$ cat config.mk
export PLATFORM = sky130hd
export DESIGN_NAME = source_text_tokenizer_top
export DESIGN_NICKNAME = d
export VERILOG_FILES = /design/src/sv/stt_pkg.sv /design/src/sv/stt_lexer.sv /design/src/sv/source_text_tokenizer_top.sv
export VERILOG_INCLUDE_DIRS = /design/src /design/src/sv
export SDC_FILE = /design/constraint.sdc
export NUM_CORES = 1
export LEC_CHECK = 0
export BUFFER_PORTS_ARGS = -buffer_cell sky130_fd_sc_hd__buf_2
export CORE_ASPECT_RATIO = 0.7
export CORE_UTILIZATION = 60
export DETAILED_ROUTE_END_ITERATION = 10
export MAX_ROUTING_LAYER = met4
export PLACE_DENSITY_LB_ADDON = 0.25
export RECOVER_POWER = 50
export SLEW_MARGIN = 20
export SYNTH_ARGS = -nofsm -noshare
export SYNTH_HDL_FRONTEND = slang
export SYNTH_SLANG_ARGS = --single-unit
$ cat constraint.sdc
create_clock -name i_clk -period 10.6 [get_ports i_clk]
set_input_delay 0.53 -clock i_clk [delete_from_list [all_inputs] [get_ports i_clk]]
set_output_delay 0.53 -clock i_clk [all_outputs]
set_load 0.02 [all_outputs]
$ cat src/sv/source_text_tokenizer_top_assert.svh
// assertion macros for the source text tokenizer
`ifndef SOURCE_TEXT_TOKENIZER_TOP_ASSERT_SVH
`define SOURCE_TEXT_TOKENIZER_TOP_ASSERT_SVH

// condition implies consequence in the same cycle
`define STT_ASSERT_IMPL(lbl, cond, cons) \
    lbl: assert property (@(posedge i_clk) disable iff (!i_rst_n) (cond) |-> (cons)) \
        else $error("tokenizer assertion failed");

// condition implies consequence in the next cycle
`define STT_ASSERT_NEXT(lbl, cond, cons) \
    lbl: assert property (@(posedge i_clk) disable iff (!i_rst_n) (cond) |=> (cons)) \
        else $error("tokenizer assertion failed");

`endif

$ cat src/sv/stt_pkg.sv
// types, constants and character helpers for the source text tokenizer
`timescale 1ns / 1ps
`default_nettype none
package stt_pkg;

    localparam int LENGTH_BITS = 16;
    localparam int ROW_BITS    = 20;
    localparam int COLUMN_BITS = 16;
    localparam int WINDOW_BITS = 56;
    localparam int KW_COUNT    = 25;
    localparam int KW_MAX_LEN  = 7;

    localparam logic [LENGTH_BITS-1:0] LENGTH_MAX = '1;
    localparam logic [ROW_BITS-1:0]    ROW_MAX    = '1;
    localparam logic [COLUMN_BITS-1:0] COLUMN_MAX = '1;

    localparam logic [7:0] CH_NEWLINE = 8'h0a;
    localparam logic [7:0] CH_UNDER   = 8'h5f;
    localparam logic [7:0] CH_DOT     = 8'h2e;
    localparam logic [7:0] CH_EQUAL   = 8'h3d;

    localparam logic [WINDOW_BITS-1:0] KEYWORDS [KW_COUNT] = '{
        56'("if"), 56'("else"), 56'("for"), 56'("while"), 56'("int"),
        56'("float"), 56'("string"), 56'("void"), 56'("return"), 56'("auto"),
        56'("const"), 56'("case"), 56'("class"), 56'("private"), 56'("public"),
        56'("default"), 56'("break"), 56'("enum"), 56'("static"), 56'("sizeof"),
        56'("do"), 56'("delete"), 56'("try"), 56'("catch"), 56'("throw")
    };

    typedef enum logic [1:0] {
        MODE_IDLE   = 2'd0,
        MODE_IDENT  = 2'd1,
        MODE_NUMBER = 2'd2,
        MODE_OPER   = 2'd3
    } t_mode;

    typedef enum logic [2:0] {
        KIND_KEYWORD  = 3'd0,
        KIND_IDENT    = 3'd1,
        KIND_INTEGER  = 3'd2,
        KIND_FLOAT    = 3'd3,
        KIND_OPERATOR = 3'd4,
        KIND_PUNCT    = 3'd5,
        KIND_INVALID  = 3'd6
    } t_kind;

    typedef struct packed {
        t_kind                  kind;
        logic [LENGTH_BITS-1:0] length;
        logic [ROW_BITS-1:0]    row;
        logic [COLUMN_BITS-1:0] column;
        logic                   dots;
        logic                   last;
    } t_token;

    typedef struct packed {
        logic [1:0] count;
        t_token     first;
        t_token     second;
    } t_lex_out;

    function automatic logic is_alpha(input logic [7:0] c);
        return (c >= 8'h61 && c <= 8'h7a) || (c >= 8'h41 && c <= 8'h5a);
    endfunction

    function automatic logic is_digit(input logic [7:0] c);
        return c >= 8'h30 && c <= 8'h39;
    endfunction

    function automatic logic is_space(input logic [7:0] c);
        return c == 8'h20 || (c >= 8'h09 && c <= 8'h0d);
    endfunction

    function automatic logic is_punct(input logic [7:0] c);
        return c >= 8'h21 && c <= 8'h7e && !is_alpha(c) && !is_digit(c);
    endfunction

    function automatic logic is_op_pending(input logic [7:0] c);
        return c == 8'h2b || c == 8'h2d || c == 8'h2a || c == 8'h2f;
    endfunction

    function automatic logic is_op_single(input logic [7:0] c);
        return c == 8'h3c || c == 8'h3e || c == 8'h3d || c == 8'h21 ||
               c == 8'h26 || c == 8'h7c || c == 8'h25;
    endfunction

    function automatic logic is_keyword(input logic [WINDOW_BITS-1:0] w);
        logic hit;
        hit = 1'b0;
        for (int i = 0; i < KW_COUNT; i++) begin
            hit = hit | (w == KEYWORDS[i]);
        end
        return hit;
    endfunction

endpackage
`default_nettype wire

$ cat src/sv/stt_lexer.sv
// scan state and token classification for one character per cycle while i_take is high
`timescale 1ns / 1ps
`default_nettype none
module stt_lexer
    import stt_pkg::*;
(
    input  wire logic     i_clk,
    input  wire logic     i_rst_n,
    input  wire logic     i_take,
    input  wire logic [7:0] i_char,
    input  wire logic     i_eot,
    output t_lex_out      o_res
);

    t_mode                  r_mode, n_mode;
    logic [WINDOW_BITS-1:0] r_window, n_window;
    logic [LENGTH_BITS-1:0] r_len, n_len;
    logic                   r_dot, n_dot;
    logic                   r_dot2, n_dot2;
    logic [ROW_BITS-1:0]    r_row, n_row;
    logic [COLUMN_BITS-1:0] r_col, n_col;
    logic [ROW_BITS-1:0]    r_srow, n_srow;
    logic [COLUMN_BITS-1:0] r_scol, n_scol;

    logic [LENGTH_BITS-1:0] len_inc;
    logic [COLUMN_BITS-1:0] col_inc;
    logic [ROW_BITS-1:0]    row_inc;
    logic                   ident_cont, num_cont, op_cont;
    logic                   pend_emit, single_emit;
    logic [LENGTH_BITS-1:0] pend_len;
    t_kind                  pend_kind, single_kind;
    t_token                 pend_tok, single_tok;

    assign len_inc = (r_len == LENGTH_MAX) ? r_len : r_len + 1'b1;
    assign col_inc = (r_col == COLUMN_MAX) ? r_col : r_col + 1'b1;
    assign row_inc = (r_row == ROW_MAX) ? r_row : r_row + 1'b1;

    assign ident_cont = (r_mode == MODE_IDENT) &&
                        (is_alpha(i_char) || is_digit(i_char) || i_char == CH_UNDER);
    assign num_cont   = (r_mode == MODE_NUMBER) && (is_digit(i_char) || i_char == CH_DOT);
    assign op_cont    = (r_mode == MODE_OPER) && (i_char == CH_EQUAL);

    always_comb begin
        n_mode      = r_mode;
        n_window    = r_window;
        n_len       = r_len;
        n_dot       = r_dot;
        n_dot2      = r_dot2;
        n_row       = r_row;
        n_col       = r_col;
        n_srow      = r_srow;
        n_scol      = r_scol;
        pend_emit   = 1'b0;
        single_emit = 1'b0;
        pend_len    = r_len;
        single_kind = KIND_INVALID;
        priority if (i_eot) begin
            pend_emit = (r_mode != MODE_IDLE);
            n_mode    = MODE_IDLE;
        end else if (ident_cont) begin
            n_window = {r_window[WINDOW_BITS-9:0], i_char};
            n_len    = len_inc;
            n_col    = col_inc;
        end else if (num_cont) begin
            if (i_char == CH_DOT) begin
                n_dot2 = r_dot2 | r_dot;
                n_dot  = 1'b1;
            end
            n_len = len_inc;
            n_col = col_inc;
        end else if (op_cont) begin
            pend_emit = 1'b1;
            pend_len  = len_inc;
            n_len     = len_inc;
            n_col     = col_inc;
            n_mode    = MODE_IDLE;
        end else begin
            pend_emit = (r_mode != MODE_IDLE);
            n_mode    = MODE_IDLE;
            priority if (i_char == CH_NEWLINE) begin
                n_row = row_inc;
                n_col = COLUMN_BITS'(1);
            end else if (is_space(i_char)) begin
                n_col = col_inc;
            end else begin
                // every other character starts a token here
                n_srow = r_row;
                n_scol = r_col;
                n_len  = LENGTH_BITS'(1);
                n_col  = col_inc;
                priority if (is_alpha(i_char) || i_char == CH_UNDER) begin
                    n_mode   = MODE_IDENT;
                    n_window = WINDOW_BITS'(i_char);
                end else if (is_digit(i_char)) begin
                    n_mode = MODE_NUMBER;
                    n_dot  = 1'b0;
                    n_dot2 = 1'b0;
                end else if (is_op_pending(i_char)) begin
                    n_mode = MODE_OPER;
                end else begin
                    single_emit = 1'b1;
                    priority if (is_op_single(i_char)) begin
                        single_kind = KIND_OPERATOR;
                    end else if (is_punct(i_char)) begin
                        single_kind = KIND_PUNCT;
                    end else begin
                        single_kind = KIND_INVALID;
                    end
                end
            end
        end
    end

    always_comb begin
        unique case (r_mode)
            MODE_IDENT: begin
                pend_kind = ((r_len <= LENGTH_BITS'(KW_MAX_LEN)) && is_keyword(r_window))
                            ? KIND_KEYWORD : KIND_IDENT;
            end
            MODE_NUMBER: begin
                pend_kind = r_dot ? KIND_FLOAT : KIND_INTEGER;
            end
            default: begin
                pend_kind = KIND_OPERATOR;
            end
        endcase
    end

    always_comb begin
        pend_tok.kind     = pend_kind;
        pend_tok.length   = pend_len;
        pend_tok.row      = r_srow;
        pend_tok.column   = r_scol;
        pend_tok.dots     = (r_mode == MODE_NUMBER) && r_dot && r_dot2;
        pend_tok.last     = !single_emit;
        single_tok.kind   = single_kind;
        single_tok.length = LENGTH_BITS'(1);
        single_tok.row    = r_row;
        single_tok.column = r_col;
        single_tok.dots   = 1'b0;
        single_tok.last   = 1'b1;
        o_res.count       = {1'b0, pend_emit} + {1'b0, single_emit};
        o_res.first       = pend_emit ? pend_tok : single_tok;
        o_res.second      = single_tok;
    end

    always_ff @(posedge i_clk) begin
        if (!i_rst_n) begin
            r_mode   <= MODE_IDLE;
            r_window <= '0;
            r_len    <= '0;
            r_dot    <= 1'b0;
            r_dot2   <= 1'b0;
            r_row    <= ROW_BITS'(1);
            r_col    <= COLUMN_BITS'(1);
            r_srow   <= ROW_BITS'(1);
            r_scol   <= COLUMN_BITS'(1);
        end else if (i_take) begin
            r_mode   <= n_mode;
            r_window <= n_window;
            r_len    <= n_len;
            r_dot    <= n_dot;
            r_dot2   <= n_dot2;
            r_row    <= n_row;
            r_col    <= n_col;
            r_srow   <= n_srow;
            r_scol   <= n_scol;
        end
    end

endmodule
`default_nettype wire

$ cat src/sv/source_text_tokenizer_top.sv
// Source text tokenizer: takes one character request per cycle and returns
// token results (kind, length, start row and column) through a four-entry
// result queue. Each character is classified combinationally; a character
// that ends a pending token and is itself a one-character token yields two
// results, which drain at one per cycle while the output takes them. The input
// is ready while the queue has room for two results, so with an output that
// always takes results the block sustains one character per cycle; a run of
// characters that each yield two results is limited by the single output
// port to one result per cycle.
`timescale 1ns / 1ps
`default_nettype none
`include "source_text_tokenizer_top_assert.svh"
module source_text_tokenizer_top
    import stt_pkg::*;
(
    input  wire logic        i_clk,
    input  wire logic        i_rst_n,
    input  wire logic        i_s_tvalid,
    output logic             o_s_tready,
    input  wire logic [7:0]  i_s_tdata,   // text_char
    input  wire logic [0:0]  i_s_tuser,   // end_of_text
    output logic             o_m_tvalid,
    input  wire logic        i_m_tready,
    output logic [55:0]      o_m_tdata,   // token_length, token_row, token_column, zero fill
    output logic [3:0]       o_m_tuser,   // token_kind, multiple_dots
    output logic             o_m_tlast    // last_of_run
);

    localparam int Q_DEPTH = 4;

    t_lex_out   lex;
    t_token     r_q [Q_DEPTH];
    logic [1:0] r_wr, r_rd;
    logic [2:0] r_count, n_count;
    logic       take, pop;
    t_token     head;

    assign o_s_tready = (r_count <= 3'(Q_DEPTH - 2));
    assign take       = i_s_tvalid && o_s_tready;
    assign pop        = o_m_tvalid && i_m_tready;

    stt_lexer u_lexer (
        .i_clk   (i_clk),
        .i_rst_n (i_rst_n),
        .i_take  (take),
        .i_char  (i_s_tdata),
        .i_eot   (i_s_tuser[0]),
        .o_res   (lex)
    );

    always_comb begin
        n_count = r_count;
        if (take) begin
            n_count = n_count + {1'b0, lex.count};
        end
        if (pop) begin
            n_count = n_count - 3'd1;
        end
    end

    always_ff @(posedge i_clk) begin
        if (take && lex.count != 2'd0) begin
            r_q[r_wr] <= lex.first;
            if (lex.count == 2'd2) begin
                r_q[r_wr + 2'd1] <= lex.second;
            end
        end
    end

    always_ff @(posedge i_clk) begin
        if (!i_rst_n) begin
            r_wr    <= '0;
            r_rd    <= '0;
            r_count <= '0;
        end else begin
            if (take) begin
                r_wr <= r_wr + lex.count;
            end
            if (pop) begin
                r_rd <= r_rd + 2'd1;
            end
            r_count <= n_count;
        end
    end

    assign head       = r_q[r_rd];
    assign o_m_tvalid = (r_count != 3'd0);
    assign o_m_tdata  = {4'd0, head.column, head.row, head.length};
    assign o_m_tuser  = {head.dots, head.kind};
    assign o_m_tlast  = head.last;

    `STT_ASSERT_IMPL(a_queue_bound, 1'b1, r_count <= 3'(Q_DEPTH))
    `STT_ASSERT_NEXT(a_queue_grow, take && !pop, r_count == $past(r_count) + 3'($past(lex.count)))
    `STT_ASSERT_IMPL(a_second_single, lex.count == 2'd2, lex.second.length == 16'd1 && lex.first.last == 1'b0)

endmodule
`default_nettype wire
==> impl_metrics.toml <==
[outcome]
run_status = "finished, violations left"
violations = "max-capacitance violations, max-slew violations"

[clock_network]
cts_resized = 0
cts.clk_slew.worst_paths_ns = 0.06
cts_tree = "built"
clock_latency_ns = 0.54
clock_path_buffers = 3
htreeDepth = 2
ctsHoldBuffers = 0
cts_buffers = 36
clkSinkCount = 385
cts-root-buf = "clkbuf_16"
cts_setup_buffers = 0

[yosys]
ys_ff_latch = 385
avgSynthCellArea_um2 = 10.6
synth-edff-count = 152
ys_seq_area_frac = 0.488
ys.flop_type = "dfxtp_1"
syn_inst = 1793
ys_async_sr_fraction = 0
synth_cell_types = 83
syn_area_um2 = 18900
synth_warnings = 0

[sta]
fin_tns_setup_ns = 0
hold_ws_ns = 0.314
period_minus_slack_ns = 6.90
slew_violations = 324
max_slew_margin = -0.942
skew_ns = 0.0210
tightest_slew_ns = 2.91
fmax_mhz = 145
setup_viol = 0
finalHoldViolCount = 0
finalCritPeriodShare = 0.651
rsz0062_at_grt = "false"

[setup_path]
path_cells = "clkbuf_1, nand3b_1, a21oi_1, o2111a_1, o31a_1, o31ai_1, inv_1, ha_1, nor4_1, clkbuf_1, a21oi_1, clkinv_1, buf_4"
required_ns = 10.76
critPathCaptureType = "flop"
slowest_delay_ns = 1.61
cp_data_arrival_time_ns = 7.06
crit_type = "in -> reg"
critPathTopFamily = "buffers and inverters"
worst-path-buf-inv = 5
crit_slowest_cell = "o31ai_1"
path_max_fanout = 41
startpoint_type = "input port"

[pwr]
power_leakage_nw = 6.54
vdd_drop_max_mv = 0.135
p_per_area_nw_per_um2 = 178

[global_routing]
grt_pass1_vias = 13978
grt_usage = 0.315
antenna_found_initial = 3
gr-total-overflow = 0
grt_start_max_net_pins = 75
grt_first_pass_wirelength_um = 78000

[placed_design]
dpl.cell_count = 2132
dp_hpwl_um = 30800
port_buffers = 71
place_congestion = 0.949

[drt]
viasPerCell = 6.74
wire_per_inst_um = 22.5
first_pass_iters = 5
drcViolationCount = 0
num_vias = 14844
wirelength_um = 49600
drtIter0Drc = 1796
antenna_left = 0

[finish]
area_delta_synth_final_pct = 7.92
layout.cells.non_filler = 2203
drive_above_1_share = 0.0945
final_nets = 1788

[floorplanning]
core_area_um2 = 30500
chipWidth_um = 214
initial_core_util = 0.620
rows = 53
io_pins = 76
die-area_um2 = 32300
die_h_um = 151

[job]
drv_cap = 8

[min_path]
hp-class = "in -> reg"
[cell families (layout without fill, tap and decap cells)]
group	count (synthesis)	count (layout)	synth area share
other cells	1	7	0.000198
compound gates	440	440	0.186
simple gates	657	657	0.182
xor+xnor	47	47	0.0218
mux	63	63	0.0710
flops	385	385	0.488
fa+ha+maj	16	16	0.0108
buf+inv	184	176	0.0410
[worst min-delay path, delay by kind of cell]
| kind | cells | cell delay, ns |
|---|---|---|
| buf+inv | 1 | 0.12 |
| simple gates | 1 | 0.07 |
| compound gates | 1 | 0.07 |
[metal layers]
metal,GRT usage,up-vias,part of all wire
met2,0.453,735,0.43
met4,0.0846,0,0.021
met5,-,-,0
met3,0.0697,93,0.10
li1,-,6690,-
met1,0.448,7326,0.44
[cells in the mapped netlist (7+ instances only)]
| cell type | n | area share |
|---|---|---|
| a21boi_0 | 100 | 0.040 |
| a21oi_1 | 29 | 0.0077 |
| a22o_1 | 202 | 0.094 |
| a31oi_1 | 7 | 0.0023 |
| and2_1 | 29 | 0.0096 |
| and3_1 | 16 | 0.0053 |
| and4_1 | 7 | 0.0032 |
| and4b_1 | 10 | 0.0053 |
| buf_1 | 13 | 0.0026 |
| buf_2 | 44 | 0.012 |
| buf_4 | 8 | 0.0032 |
| clkbuf_1 | 106 | 0.021 |
| dfxtp_1 | 233 | 0.25 |
| edfxtp_1 | 152 | 0.24 |
| ha_1 | 14 | 0.0093 |
| inv_1 | 12 | 0.0024 |
| mux4_2 | 57 | 0.068 |
| nand2_1 | 222 | 0.044 |
| nand3_1 | 106 | 0.028 |
| nand4_1 | 47 | 0.016 |
| nor2_1 | 81 | 0.016 |
| nor2b_1 | 25 | 0.0083 |
| nor3_1 | 23 | 0.0061 |
| nor4_1 | 23 | 0.0076 |
| nor4bb_1 | 15 | 0.0079 |
| o21a_1 | 7 | 0.0028 |
| o21ai_0 | 32 | 0.0085 |
| xnor2_1 | 23 | 0.011 |
| xor2_1 | 24 | 0.011 |
[path summary, 6_finish.rpt]
path	end	startpoint	slack (ns)	depth (start not counted)
setup / recovery	r_q[1][23]$_DFFE_PP_	i_s_tdata[0]	3.70	13
setup reg to reg	r_q[1][23]$_DFFE_PP_	u_lexer.r_mode[0]$_SDFFE_PN0P_	4.00	11
hold / removal	r_wr[0]$_SDFFE_PN0P_	i_s_tvalid	0.31	3
hold reg to reg	r_q[3][42]$_SDFFE_PP0P_	r_q[3][42]$_SDFFE_PP0P_	0.45	2
[metrics by stage]
step | utilization | setup slack [ns] | total power [mW] | area, µm²
2_1_floorplan | - | 6.20 | 2.15 | 18900
3_3_place_gp | 0.632 | 5.39 | 2.34 | 19300
6_report | 0.669 | 3.70 | 3.63 | 20400
4_1_cts | 0.673 | 5.81 | 3.65 | 20500
3_5_place_dp | 0.633 | 5.21 | 2.36 | 19300
5_1_grt | 0.669 | 3.20 | 3.74 | 20400
[sequential cells by signal (all words and copies together), names as in the netlist, named ones only]
signal / flops
r_q: 228
u_lexer.r_window: 56
u_lexer.r_row: 20
u_lexer.r_srow: 20
u_lexer.r_col: 16
u_lexer.r_len: 16
u_lexer.r_scol: 16
r_count: 3
r_rd: 2
r_wr: 2
u_lexer.r_mode: 2
u_lexer.r_dot: 1
u_lexer.r_dot2: 1
[cell usage in the layout, fill, tap and decap left out, types with 15 or more instances in the layout]
master	synthesis	layout
dfxtp_1	233	233
nand2_1	222	222
a22o_1	202	202
edfxtp_1	152	152
nand3_1	106	106
a21boi_0	100	101
nor2_1	81	80
clkbuf_1	106	74
mux4_2	57	57
nand4_1	47	47
clkbuf_16	0	40
o21ai_0	32	33
a21oi_1	29	30
nor2b_1	25	25
xor2_1	24	24
nor4_1	23	24
nor3_1	23	23
xnor2_1	23	23
and3_1	16	16
and2_1	29	15
buf_2	44	15
[report_power, final]
| part | switching [mW] | total [mW] | internal [mW] |
|---|---|---|---|
| logic | 0.388 | 0.633 | 0.245 |
| clock network | 0.571 | 1.31 | 0.744 |
| registers | 0.0761 | 1.68 | 1.60 |
| total | 1.03 | 3.63 | 2.59 |
[area by class of cell]
class | instances | area [µm²]
inverter | 13 | 48.8
antenna | 3 | 7.51
sequential | 385 | 9230
tap | 412 | 515
fill | 2340 | 10100
multi-input combinational | 1227 | 8920
clock inverter | 13 | 108
timing repair buffer | 97 | 499
clock buffer | 53 | 1090
Note: power is estimated with default switching activity, not from simulation.
